--- config.mk ---
export PLATFORM = sky130hd
export DESIGN_NAME = ple_dp
export DESIGN_NICKNAME = d
export VERILOG_FILES = /design/src/ple_pkg.sv /design/src/ple_dp.sv
export SDC_FILE = /design/constraint.sdc
export NUM_CORES = 2
export LEC_CHECK = 0
export ABC_CLOCK_PERIOD_IN_PS = 4700
export BUFFER_PORTS_ARGS = -buffer_cell sky130_fd_sc_hd__buf_2
export CAP_MARGIN = 20
export CORE_UTILIZATION = 50
export CTS_CLUSTER_DIAMETER = 40
export DETAILED_ROUTE_END_ITERATION = 8
export MAX_ROUTING_LAYER = met4
export PLACE_DENSITY = 0.65
export SYNTH_ARGS = -nofsm -noshare
export SYNTH_HDL_FRONTEND = slang
export SYNTH_SLANG_ARGS = --single-unit
--- constraint.sdc ---
create_clock -name clk -period 4.7 [get_ports clk]
set_input_delay 0.235 -clock clk [delete_from_list [all_inputs] [get_ports clk]]
set_output_delay 0.235 -clock clk [all_outputs]
set_load 0.01 [all_outputs]
--- src/ple_pkg.sv ---
package ple_pkg;

  localparam int CAPACITY_DEF   = 64;
  localparam int VALUE_BITS_DEF = 32;

  localparam int OP_W  = 3;
  localparam int POS_W = 6;
  localparam int VAL_W = 32;
  localparam int LEN_W = 7;
  localparam int ST_W  = 2;

  typedef enum logic [OP_W-1:0] {
    OP_INSERT = 3'd0,
    OP_REMOVE = 3'd1,
    OP_READ   = 3'd2,
    OP_WRITE  = 3'd3,
    OP_CLEAR  = 3'd4
  } op_t;

  typedef enum logic [ST_W-1:0] {
    ST_OK    = 2'd0,
    ST_RANGE = 2'd1,
    ST_FULL  = 2'd2
  } st_t;

  // controller -> datapath, one transaction's worth of work
  typedef struct packed {
    logic exec;
    logic ins;
    logic rem;
    logic wr;
    logic clr;
    logic rd;
    st_t  st;
  } cmd_t;

  // datapath -> controller
  typedef struct packed {
    logic pos_le_cnt;
    logic pos_lt_cnt;
    logic full;
  } stat_t;

endpackage

--- src/ple_dp.sv ---
module ple_dp import ple_pkg::*; #(
  parameter int CAPACITY   = CAPACITY_DEF,
  parameter int VALUE_BITS = VALUE_BITS_DEF
) (
  input  logic             clk,
  input  logic             rst_n,
  input  cmd_t             cmd,
  input  logic [POS_W-1:0] position,
  input  logic [VAL_W-1:0] write_value,
  output stat_t            stat,
  output logic [VAL_W-1:0] read_value,
  output logic [LEN_W-1:0] length,
  output logic [ST_W-1:0]  status
);

  localparam int CW    = $clog2(CAPACITY + 1);
  localparam int IDX_W = (CAPACITY > 1) ? $clog2(CAPACITY) : 1;
  localparam int PW    = (IDX_W > POS_W) ? IDX_W : POS_W;
  localparam int MW    = (CW > POS_W) ? CW : POS_W;

  logic [VALUE_BITS-1:0] cell_r [CAPACITY];
  logic [CW-1:0]         count_r, count_nxt;
  logic [VAL_W-1:0]      read_value_r;
  logic [LEN_W-1:0]      length_r;
  logic [ST_W-1:0]       status_r;

  logic [PW-1:0]         pos_p;
  logic [IDX_W-1:0]      idx;
  logic [MW-1:0]         pos_m, cnt_m;
  logic [63:0]           wv64, rd64;
  logic [VALUE_BITS-1:0] wv;
  logic [31:0]           len32;

  assign pos_p = PW'(position);
  assign idx   = pos_p[IDX_W-1:0];
  assign pos_m = MW'(position);
  assign cnt_m = MW'(count_r);
  assign wv64  = 64'(write_value);
  assign wv    = wv64[VALUE_BITS-1:0];
  assign rd64  = 64'(cell_r[idx]);

  assign stat.pos_le_cnt = (pos_m <= cnt_m);
  assign stat.pos_lt_cnt = (pos_m <  cnt_m);
  assign stat.full       = (count_r == CW'(CAPACITY));

  // cell chain: on insert or remove, the entries from the position up all shift in the same cycle
  for (genvar i = 0; i < CAPACITY; i++) begin : g_cell
    logic [VALUE_BITS-1:0] from_lo, from_hi;
    logic                  above, at;

    if (i == 0) begin : g_lo_end
      assign from_lo = cell_r[i];
    end else begin : g_lo
      assign from_lo = cell_r[i-1];
    end
    if (i == CAPACITY - 1) begin : g_hi_end
      assign from_hi = cell_r[i];
    end else begin : g_hi
      assign from_hi = cell_r[i+1];
    end

    assign above = (PW'(i) > pos_p);
    assign at    = (PW'(i) == pos_p);

    always_ff @(posedge clk) begin
      if (cmd.ins && above) begin
        cell_r[i] <= from_lo;
      end else if ((cmd.ins || cmd.wr) && at) begin
        cell_r[i] <= wv;
      end else if (cmd.rem && (above || at)) begin
        cell_r[i] <= from_hi;
      end
    end
  end

  always_comb begin
    count_nxt = count_r;
    if (cmd.clr)      count_nxt = '0;
    else if (cmd.ins) count_nxt = count_r + 1'b1;
    else if (cmd.rem) count_nxt = count_r - 1'b1;
  end

  assign len32 = 32'(count_nxt);

  always_ff @(posedge clk) begin
    if (!rst_n) begin
      count_r <= '0;
    end else begin
      count_r <= count_nxt;
    end
  end

  always_ff @(posedge clk) begin
    if (cmd.exec) begin
      read_value_r <= cmd.rd ? rd64[VAL_W-1:0] : '0;
      length_r     <= len32[LEN_W-1:0];
      status_r     <= cmd.st;
    end
  end

  assign read_value = read_value_r;
  assign length     = length_r;
  assign status     = status_r;

endmodule

==> impl_metrics.yaml <==
synth:
  synth_nets: 11276
  synth_compound_area_share_pct: 11.7
  synth-simple-area-share_pct: 8.56
  synth_edf_count: 2089
  netlist_instances: 11219
  synth_xor_xnor_area_share_pct: 0.0423
  synthDistinctLibCells: 95
  synth_mux_area_share_pct: 24.7
  synth_top_cell_area_share_pct: 50.5
  synth_top_family_by_area: "multiplexers"
  synthTopCellsByArea: "edfxtp_1 (50%), mux2i_1 (19%), a21oi_1 (5.9%)"
  ys_ff_latch: 2096
  syn_area_um2: 124000
  synth_flop_cell: "edfxtp_1"
  syn_avg_cell_area_um2: 11.1
  async_flop_share_pct: 0
  synth_seq_area_share_pct: 50.6
  synth_top_area_cell: "edfxtp_1"
  synthAdderAreaFrac_pct: 0.0906
  yosysWarnings: 0
min_path:
  worstHoldStart: "write_value[27]"
  whs_path_depth: 3
  hp-class: "primary input to register"
  min_to: "cell_r[59][27]"
detailed_routing:
  wl_met1_mm: 192
  routed_wl_mm: 515
  drc: 0
  wl_per_cell_um: 34.9
  top_layer_used: "met4"
  viasPerCell: 6.89
  firstDrtPassIters: 9
  dr_wl_met3_mm: 75.8
  drt_iter0_drc: 17686
  vias: 101563
  postRouteAntennaNets: 0
  wl_met2_mm: 214
global_route:
  grt_max_degree: 68
  antenna_found_initial: 38
  grt_pass1_wl_mm: 723
  gr-total-overflow: 0
  grt_pass1_vias: 95366
  grtUsageTotal_pct: 41.4
sta:
  max_clock_freq_mhz: 251
  maxSlewViolCount: 0
  period_needed_ns: 3.99
  finalSetupViolCount: 0
  slew-limit-headroom_pct: 12.9
  worst_pin_slew_ns: 1.30
  fin_crit_sh_pct: 84.8
  hold_violations: 0
  rsz0062_at_grt: "false"
  fin_skew_ns: 0.0756
  fin_setup_tns_ns: 0
clock_network:
  cts_tree: "done"
  numCtsBuffers: 396
  cts_buffer_depth: 4
  clock-sinks: 2096
  clock_latency_ns: 1.02
  clk_transition_reported_paths_ns: 0.06
  cts-root-buf: "clkbuf_16"
  cts_max_level: 5
setup_path:
  path_cells: "dlygate4sd3_1, buf_6, or3_4, buf_12, o22ai_1, nor3_1, buf_4, o221ai_1, a221o_1"
  critPathCaptureType: "register"
  r2r_start: "cell_r[31][19]"
  rrSetupSlack_ns: 1.12
  worst-path-buf-inv: 4
  cpMaxStageDelayCell: "or3_4"
  arrival_ns: 4.69
  crit_type: "primary input to register"
  crit_family: "simple AND/OR/NAND/NOR gates"
  path_max_fanout: 40
  worstReg2RegEnd: "read_value[19]"
  cp-start-kind: "primary input"
  crit_required_ns: 5.40
  slowest_delay_ns: 0.77
  reg2reg_depth: 6
cells_and_area:
  final_common_cell: "mux2i_1"
  final_core_util_pct: 57.8
  nets: 11133
  drive_gt1_share_pct: 15.2
  area_delta_synth_final_pct: 14.6
  mostFrequentLayoutCells: "mux2i_1 (2,363), edfxtp_1 (2,089), nor2_1 (1,493)"
flow_run:
  cap_violations: 0
place:
  io_buffers: 91
  dp_hpwl_mm: 341
  place_congestion: 1.02
die:
  ioPinCount: 92
  start_util_pct: 50.4
  dieHeight_um: 501
  rows: 182
  fp.dieArea_um2: 251000
  core_area_um2: 246000
  die_x_um: 501
power:
  leakage_nw: 53.4
  p_sw_mw: 17.5
  combPwrFrac_pct: 12.6
  power_frac_seq_pct: 40.2
  irDropWorstVdd_mv: 0.472
  pwr-share-clk_pct: 47.2
  powerDensity_nw_per_um2: 437
  switching_share_pct: 28.1
  p_int_mw: 44.8
outcome:
  status: "completed"
==> state kept, by name (all words and copies together), names as in the netlist <==
name and count:
status 2, read_value 32, cnt_m 7, length 7, cell_r 2048
==> layout make-up <==
| type | count | area [um^2] |
|---|---|---|
| clock inverters | 284 | 3370 |
| repair buffers | 569 | 4910 |
| inverters | 12 | 46.3 |
| fillers | 20525 | 104000 |
| multi-input cells | 8001 | 56900 |
| flip-flops and latches | 2096 | 62900 |
| diodes | 50 | 125 |
| clock buffers | 427 | 10100 |
| well taps | 3312 | 4140 |
==> what timing repair did <==
item                                   4_1_cts  5_1_grt
setup buffers                                0        0
endpoints found under the hold margin      250        0
resized for setup                            0        0
hold buffers                                35        0
==> per-layer routing <==
| metal | track usage (%) | up-vias |
|---|---|---|
| met4 | 23.6 | 0 |
| met1 | 54.0 | 50061 |
| met5 | - | - |
| li1 | - | 41780 |
| met2 | 56.3 | 8251 |
| met3 | 13.1 | 1471 |
==> metrics by stage <==
step | hold slack (ns) | cells | setup WS, ns | instance area, um^2 | power, mW
floorplan | 0.334 | 11219 | 0.594 | 124000 | 29.1
global placement | 0.415 | 13946 | 0.525 | 128000 | 32.5
detailed placement | 0.418 | 13947 | 0.525 | 128000 | 32.8
CTS | 0.0118 | 14693 | 1.07 | 142000 | 61.8
global route | 0.0853 | 14747 | 0.967 | 142000 | 63.4
finish | 0.0480 | 14751 | 0.712 | 142000 | 62.2
==> power by group through the flow <==
stage                     clock network [mW]  registers [mW]  logic, mW
after floorplan                            0            24.3       4.81
after global placement                     0            25.2       7.32
after detailed placement                   0            25.2       7.51
after CTS                               29.3            24.9       7.56
after global routing                    30.1            25.1       8.17
final                                   29.4            25.0       7.84
==> tightest hold or removal path: cells and delay by family <==
family          cells  cell delay [ns]
buf+inv             1             0.38
compound gates      1             0.08
simple gates        1             0.16
==> worst max-delay path by stage <==
stage / slack (ns) / start / cells past startpoint / end
after CTS: 1.07 / position[3] / 9 / read_value[19]
after detailed placement: 0.52 / position[0] / 9 / read_value[19]
after floorplan: 0.59 / cmd[6] / 6 / cell_r[36][0]
after global placement: 0.52 / position[0] / 9 / read_value[19]
after global routing: 0.97 / position[3] / 9 / read_value[19]
final: 0.71 / position[3] / 9 / read_value[19]
==> cell usage after synthesis, types with 71 or more instances <==
master	number
mux2i_1	2363
edfxtp_1	2089
nor2_1	1505
a21oi_1	1467
nand2_1	884
o21ai_0	579
clkbuf_1	465
buf_2	429
mux4_2	257
o22ai_1	218
mux2_2	106
buf_1	86
a22oi_1	74
buf_4	71
==> cell families (layout without fill, tap and decap cells) <==
group	count (synthesis)	after routing
mux	2726	2726
compound gates	2633	2633
buf+inv	1122	1292
other cells	0	50
simple gates	2627	2627
fa+ha+maj	9	9
xor+xnor	6	6
flops	2096	2096
Power figures use the tool's default switching activity.
