### src/ple_pkg.sv
package ple_pkg;

  localparam int CAPACITY_DEF   = 64;
  localparam int VALUE_BITS_DEF = 32;

  localparam int OP_W  = 3;
  localparam int POS_W = 6;
  localparam int VAL_W = 32;
  localparam int LEN_W = 7;
  localparam int ST_W  = 2;

  typedef enum logic [OP_W-1:0] {
    OP_INSERT = 3'd0,
    OP_REMOVE = 3'd1,
    OP_READ   = 3'd2,
    OP_WRITE  = 3'd3,
    OP_CLEAR  = 3'd4
  } op_t;

  typedef enum logic [ST_W-1:0] {
    ST_OK    = 2'd0,
    ST_RANGE = 2'd1,
    ST_FULL  = 2'd2
  } st_t;

  // controller -> datapath, one transaction's worth of work
  typedef struct packed {
    logic exec;
    logic ins;
    logic rem;
    logic wr;
    logic clr;
    logic rd;
    st_t  st;
  } cmd_t;

  // datapath -> controller
  typedef struct packed {
    logic pos_le_cnt;
    logic pos_lt_cnt;
    logic full;
  } stat_t;

endpackage

### src/ple_ctrl.sv
module ple_ctrl import ple_pkg::*; (
  input  logic            clk,
  input  logic            rst_n,
  input  logic            in_valid,
  output logic            in_ready,
  output logic            out_valid,
  input  logic            out_ready,
  input  logic [OP_W-1:0] opcode,
  input  stat_t           stat,
  output cmd_t            cmd
);

  typedef enum logic {
    S_IDLE,
    S_RESP
  } state_t;

  state_t state_r, state_nxt;
  logic   accept;

  assign in_ready  = (state_r == S_IDLE) || out_ready;
  assign out_valid = (state_r == S_RESP);
  assign accept    = in_valid && in_ready;

  always_comb begin
    state_nxt = state_r;
    unique case (state_r)
      S_IDLE: begin
        if (accept) state_nxt = S_RESP;
      end
      S_RESP: begin
        if (out_ready && !accept) state_nxt = S_IDLE;
      end
      default: state_nxt = S_IDLE;
    endcase
  end

  always_ff @(posedge clk) begin
    if (!rst_n) begin
      state_r <= S_IDLE;
    end else begin
      state_r <= state_nxt;
    end
  end

  // opcode decode; range check ahead of the full check on insert
  always_comb begin
    cmd      = '0;
    cmd.st   = ST_OK;
    if (accept) begin
      cmd.exec = 1'b1;
      unique case (op_t'(opcode))
        OP_INSERT: begin
          if (!stat.pos_le_cnt)  cmd.st  = ST_RANGE;
          else if (stat.full)    cmd.st  = ST_FULL;
          else                   cmd.ins = 1'b1;
        end
        OP_REMOVE: begin
          if (!stat.pos_lt_cnt)  cmd.st  = ST_RANGE;
          else                   cmd.rem = 1'b1;
        end
        OP_READ: begin
          if (!stat.pos_lt_cnt)  cmd.st  = ST_RANGE;
          else                   cmd.rd  = 1'b1;
        end
        OP_WRITE: begin
          if (!stat.pos_lt_cnt)  cmd.st  = ST_RANGE;
          else                   cmd.wr  = 1'b1;
        end
        OP_CLEAR:                cmd.clr = 1'b1;
        default: ;
      endcase
    end
  end

endmodule

### config.mk
export PLATFORM = sky130hd
export DESIGN_NAME = ple_ctrl
export DESIGN_NICKNAME = d
export VERILOG_FILES = /design/src/ple_pkg.sv /design/src/ple_ctrl.sv
export SDC_FILE = /design/constraint.sdc
export NUM_CORES = 1
export LEC_CHECK = 0
export ABC_AREA = 1
export ABC_CLOCK_PERIOD_IN_PS = 1000
export BUFFER_PORTS_ARGS = -buffer_cell sky130_fd_sc_hd__clkbuf_2
export CAP_MARGIN = 20
export CORE_AREA = 3 3 40 42
export CTS_BUF_LIST = sky130_fd_sc_hd__clkbuf_2
export CTS_CLUSTER_SIZE = 24
export DETAILED_ROUTE_END_ITERATION = 7
export DIE_AREA = 0 0 43 45
export SYNTH_ARGS = -nofsm -noshare
export SYNTH_HDL_FRONTEND = slang
export SYNTH_SLANG_ARGS = --single-unit
### constraint.sdc
create_clock -name clk -period 1 [get_ports clk]
set_input_delay 0 -clock clk [delete_from_list [all_inputs] [get_ports clk]]
set_output_delay 0 -clock clk [all_outputs]
set_load 0.005 [all_outputs]
==> impl_metrics.env, run 1 <==
export IMPL_timing_fmax_mhz=1269
export IMPL_path_max_fanout=7
export IMPL_rsz0062_at_grt="false"
export IMPL_muxShareOfSynthArea_pct=0
export IMPL_maxSlewHeadroom_pct=87.69
export IMPL_syn_area_um2=167.7
export IMPL_synth_fp_nets=45
export IMPL_grt_max_degree=8
export IMPL_drt_initial_drc_count=2
export IMPL_finalSetupTns_ns=0
export IMPL_first_pass_iters=4
export IMPL_worst_r2r_cell_count=2
export IMPL_setup_violations=0
export IMPL_required_ns=1.00
export IMPL_antennaDiodeCount=0
export IMPL_r2r_start="out_valid$_SDFF_PN0_"
export IMPL_layout_nets=65
export IMPL_clock_skew_ns=0
export IMPL_dieArea_mm2=0.001935
export IMPL_fin_crit_ns=0.7881
export IMPL_critical_path_endpoint="cmd[2]"
export IMPL_wl_met1_um=180
export IMPL_grt_pass1_vias=219
export IMPL_synth_compound_area_share_pct=7.463
export IMPL_final_cells=68
export IMPL_die_w_um=43
export IMPL_yosysWarnings=0
export IMPL_routed_wl_met3_um=65
export IMPL_antenna_left=0
export IMPL_gr_total_overflow=0
export IMPL_synth_xor_area_share_pct=0
export IMPL_hold_viol_final=0
export IMPL_startpoint="out_valid$_SDFF_PN0_"
export IMPL_layout_common_cells="clkbuf_2 (19), nor2_1 (10), inv_1 (8)"
export IMPL_fill_cells=161
export IMPL_yosysUniqueCellTypes=10
export IMPL_drc=0
export IMPL_yosys_area_share_simple_pct=58.21
export IMPL_timing_hold_ws_ns=0.2400
export IMPL_antenna_found_initial=0
export IMPL_holdBufCountCts=0
export IMPL_synth_top_cell_area_share_pct=22.39
export IMPL_route_met2_wl_um=257
export IMPL_ys_ff_latch=1
export IMPL_insertion_delay_ns=0
export IMPL_track_usage_pct=4.813
export IMPL_drive_above_1_share_pct=39.62
export IMPL_final_common_cell="clkbuf_2"
export IMPL_wl_um=503
export IMPL_r2r_end="out_valid$_SDFF_PN0_"
export IMPL_initial_utilization_pct=13.05
export IMPL_area_growth_pct=63.43
export IMPL_synth_top_family_by_area="simple AND/OR/NAND/NOR gates"
export IMPL_power_density_mw_per_mm2=431.4
export IMPL_report_final_slew_viol_count=0
export IMPL_fin_util_pct=21.32
export IMPL_portBuffers=19
export IMPL_clk_pin_slew_ns=0
export IMPL_period_share_pct=78.81
export IMPL_highest_layer="met3"
export IMPL_criticalPathCategory="register to output pin"
export IMPL_vias=255
export IMPL_hold_class="input pin to register"
export IMPL_multi_input_area_um2=110.1
export IMPL_syn_area_per_cell_um2=4.790
export IMPL_io_pins=20
export IMPL_gp_congestion=0.6501
export IMPL_via_per_inst=3.750
export IMPL_synth_cells=35
export IMPL_sequential_cell_area_um2=20.02
export IMPL_synthAdderAreaFrac_pct=0
export IMPL_synthTopCellsByArea="nor2_1 (22%), inv_1 (18%), nand3_1 (15%), nand2_1 (13%), dfxtp_1 (12%)"
export IMPL_worst_ep_arrival_time_ns=0.79
export IMPL_yosysTopAreaCell="nor2_1"
export IMPL_peakVddDrop_uv=232.9
export IMPL_leakage_uw=0.0001786
export IMPL_postCtsSetupBuffers=0
export IMPL_post_drt_wl_per_cell_um=7.397
export IMPL_cap_violations=0
export IMPL_yosysSeqAreaShare_pct=11.94
export IMPL_outcome="completed"
export IMPL_dp_cells=68
export IMPL_grt_pass1_wl_um=779
export IMPL_worst_slew_pin_transition_ns=0.1840
export IMPL_largest_reg_flops=1
export IMPL_hpwl_um=475.3
export IMPL_r2r_slack_ns=0.35
export IMPL_p_total_uw=118.2
export IMPL_setup_worst_path_start_class="register"
export IMPL_rows=13
export IMPL_cts_resized=0
export IMPL_core_mm2=0.001285
export IMPL_die_h_um=45
export IMPL_endpoint_kind="output pin"
cells in the mapped netlist:
library cell and count:
a21boi_0 1, nand3_1 5, buf_4 1, inv_1 8, dfxtp_1 1, nand2_1 6
nand2_2 1, o21ai_0 1, nor2_1 10, nor2_2 1
metal layers:
layer | up-vias | track usage [%]
met1 | 107 | 5.489
met3 | 0 | 1.992
li1 | 139 | -
met5 | - | 0
met4 | 0 | 0
met2 | 9 | 8.982
kinds of logic after synthesis:
| group | after synthesis |
|---|---|
| flip-flops | 1 |
| buffers and inverters | 9 |
| AND/OR/NAND/NOR | 23 |
| AO/OA/AOI/OAI | 2 |
cell type report:
| type | instances | share of cell area (%) |
|---|---|---|
| Inverter | 8 | 10.96 |
| Multi-Input combinational cell | 25 | 40.18 |
| Sequential cell | 1 | 7.306 |
| Tap cell | 15 | 6.849 |
| Timing Repair Buffer | 19 | 34.70 |
report_power, final:
group	switching [uW]	leakage [uW]	internal (uW)
Sequential	1.12	0.00000836	43.4
Combinational	40.6	0.000170	33.1
Clock	0	0	0
Total	41.8	0.000179	76.4
worst min-delay path by stage:
stage	from	end	cells after the start
after global routing	rst_n	out_valid$_SDFF_PN0_	2
final	rst_n	out_valid$_SDFF_PN0_	2
after detailed placement	rst_n	out_valid$_SDFF_PN0_	2
after CTS	rst_n	out_valid$_SDFF_PN0_	2
after global placement	rst_n	out_valid$_SDFF_PN0_	2
after floorplan	opcode[2]	cmd[3]	2
worst max-delay path, cell delays in order (launching register included):
cell	delay, ns
dfxtp_1	0.29
nand2_1	0.14
nand2_2	0.12
nor2_1	0.13
clkbuf_2	0.12
metrics by stage:
| stage | area [um^2] | setup slack (ns) |
|---|---|---|
| floorplan | 167.7 | 0.2785 |
| global placement | 274.0 | 0.2352 |
| detailed placement | 274.0 | 0.2072 |
| CTS | 274.0 | 0.2076 |
| global route | 274.0 | 0.1319 |
| finish | 274.0 | 0.2119 |
No activity file was read; power rests on OpenSTA's default activity.
==> run 2, diff against run 1 <==
--- a/config.mk
+++ b/config.mk
@@ -6,7 +6,7 @@
 export NUM_CORES = 1
 export LEC_CHECK = 0
 export ABC_AREA = 1
-export ABC_CLOCK_PERIOD_IN_PS = 1000
+export ABC_CLOCK_PERIOD_IN_PS = 800
 export BUFFER_PORTS_ARGS = -buffer_cell sky130_fd_sc_hd__clkbuf_2
 export CAP_MARGIN = 20
 export CORE_AREA = 3 3 40 42
==> constraint.sdc (replaced) <==
create_clock -name clk -period 0.8 [get_ports clk]
set_input_delay 0 -clock clk [delete_from_list [all_inputs] [get_ports clk]]
set_output_delay 0 -clock clk [all_outputs]
set_load 0.005 [all_outputs]
==> run 2 against run 1 <==
Compared with the run above: global-route usage increased by 0.50 points; largest cell class unchanged; first-iteration DRC count is 50% higher; hold slack improved by 0.0087 ns; critical path depth is the same; combinational power grew 32%; critical endpoint is now cmd[6]; flip-flop and latch count stayed put; setup slack worse by 0.13 ns; wire length down 0.60%; final cell count unchanged; via count fell by 0.78%.
==> impl_metrics.env, run 2 (synthesized netlist as in run 1, its figures left out) <==
export IMPL_hpwl_um=470.4
export IMPL_holdCritStartpoint="rst_n"
export IMPL_peakVddDrop_uv=286.5
export IMPL_rsz0062_at_grt="false"
export IMPL_worst_r2r_cell_count=2
export IMPL_drive_above_1_share_pct=43.40
export IMPL_largest_reg_flops=1
export IMPL_grt_pass1_wl_um=841
export IMPL_top_usage_layer="met2"
export IMPL_worst_slew_pin_transition_ns=0.1801
export IMPL_track_usage_pct=5.311
export IMPL_outcome="completed"
export IMPL_rows=13
export IMPL_hold_end="out_valid$_SDFF_PN0_"
export IMPL_area_growth_pct=69.40
export IMPL_finalSetupTns_ns=0
export IMPL_core_mm2=0.001285
export IMPL_worst_ep_arrival_time_ns=0.72
export IMPL_via_per_inst=3.721
export IMPL_r2r_start="out_valid$_SDFF_PN0_"
export IMPL_r2r_slack_ns=0.16
export IMPL_layout_common_cells="clkbuf_2 (19), nor2_1 (9), inv_1 (8)"
export IMPL_cts_resized=0
export IMPL_layout_nets=65
export IMPL_criticalPathCategory="register to output pin"
export IMPL_antennaDiodeCount=0
export IMPL_postCtsSetupBuffers=0
export IMPL_setup_violations=0
export IMPL_grt_util_met3_pct=1.195
export IMPL_insertion_delay_ns=0
export IMPL_post_drt_wl_per_cell_um=7.353
export IMPL_hold_path_depth=2
export IMPL_timing_fmax_mhz=1397
export IMPL_die_h_um=45
export IMPL_hold_class="input pin to register"
export IMPL_crit_chain="nand2_2 > nand2_4 > nor2_1 > clkbuf_2"
export IMPL_portBuffers=19
export IMPL_clk_pin_slew_ns=0
export IMPL_grt_pass1_vias=219
export IMPL_fill_cells=155
export IMPL_gr_total_overflow=0
export IMPL_initial_utilization_pct=13.05
export IMPL_gp_congestion=0.6501
export IMPL_drt_initial_drc_count=3
export IMPL_fin_crit_ns=0.7158
export IMPL_cap_violations=0
export IMPL_gr_usage_met1_pct=7.399
export IMPL_grt_max_degree=8
export IMPL_wl_um=500
export IMPL_setup_worst_path_start_class="register"
export IMPL_cpPeakStageDelay_ns=0.29
export IMPL_hold_viol_final=0
export IMPL_leakage_uw=0.0001808
export IMPL_power_density_mw_per_mm2=541.0
export IMPL_vias=253
export IMPL_period_share_pct=89.47
export IMPL_final_common_cell="clkbuf_2"
export IMPL_critPathSlowestCell="dfxtp_1"
export IMPL_maxSlewHeadroom_pct=87.95
export IMPL_use_met2_pct=8.982
export IMPL_io_pins=20
export IMPL_antenna_found_initial=0
export IMPL_report_final_slew_viol_count=0
export IMPL_die_w_um=43
export IMPL_holdBufCountCts=0
export IMPL_endpoint_kind="output pin"
export IMPL_dieArea_mm2=0.001935
export IMPL_r2r_end="out_valid$_SDFF_PN0_"
export IMPL_path_max_fanout=7
export IMPL_first_pass_iters=4
export IMPL_timing_hold_ws_ns=0.2488
export IMPL_clock_skew_ns=0
export IMPL_drc=0
export IMPL_antenna_left=0
export IMPL_required_ns=0.80
run 2: cell counts in the layout (fill, tap and decap cells not counted):
No cell type changed its count.
run 2: critical path, delay by kind of cell (launching register included):
| family | cells | cell delay [ns] |
|---|---|---|
| buffers and inverters | 1 | 0.12 |
| and+or+nand+nor | 3 | 0.30 |
| DFF | 1 | 0.29 |
run 2: worst max path at each step:
stage	start	end	depth (start not counted)
global route	out_valid$_SDFF_PN0_	cmd[1]	4
floorplan	out_valid$_SDFF_PN0_	cmd[7]	4
CTS	out_valid$_SDFF_PN0_	cmd[6]	4
detailed placement	out_valid$_SDFF_PN0_	cmd[6]	4
finish	out_valid$_SDFF_PN0_	cmd[6]	4
global placement	out_valid$_SDFF_PN0_	cmd[6]	4
run 2: per-stage QoR:
step / cell area [um^2] / std cells / utilization [%] / total power (uW) / setup WS [ns]
final: 284.0 / 68 / 22.10 / 153.6 / 0.08424
after global routing: 284.0 / 68 / 22.10 / 170.7 / 0.01682
after CTS: 274.0 / 68 / 21.32 / 150.5 / 0.01895
after detailed placement: 274.0 / 68 / 21.32 / 150.2 / 0.01799
after global placement: 274.0 / 68 / 21.32 / 149.2 / 0.03514
after floorplan: 167.7 / 35 / - / 102.3 / 0.07847
run 2: power by group:
group	switching (uW)	internal [uW]	total, uW
Combinational	54.1	43.4	97.5
Clock	0	0	0
Sequential	1.93	54.3	56.2
run 2: layout make-up:
class / count / area, um^2 / share of cell area, %
Tap cell: 15 / 18.77 / 6.608
Sequential cell: 1 / 20.02 / 7.048
Multi-Input combinational cell: 25 / 120.1 / 42.29
Timing Repair Buffer: 19 / 95.09 / 33.48
Inverter: 8 / 30.03 / 10.57
run 2: routing by layer:
metal	part of all wire [%]	vias to the layer above
li1	-	139
met1	40	105
met2	51	9
met3	8.6	0
met4	0	0
met5	0	-
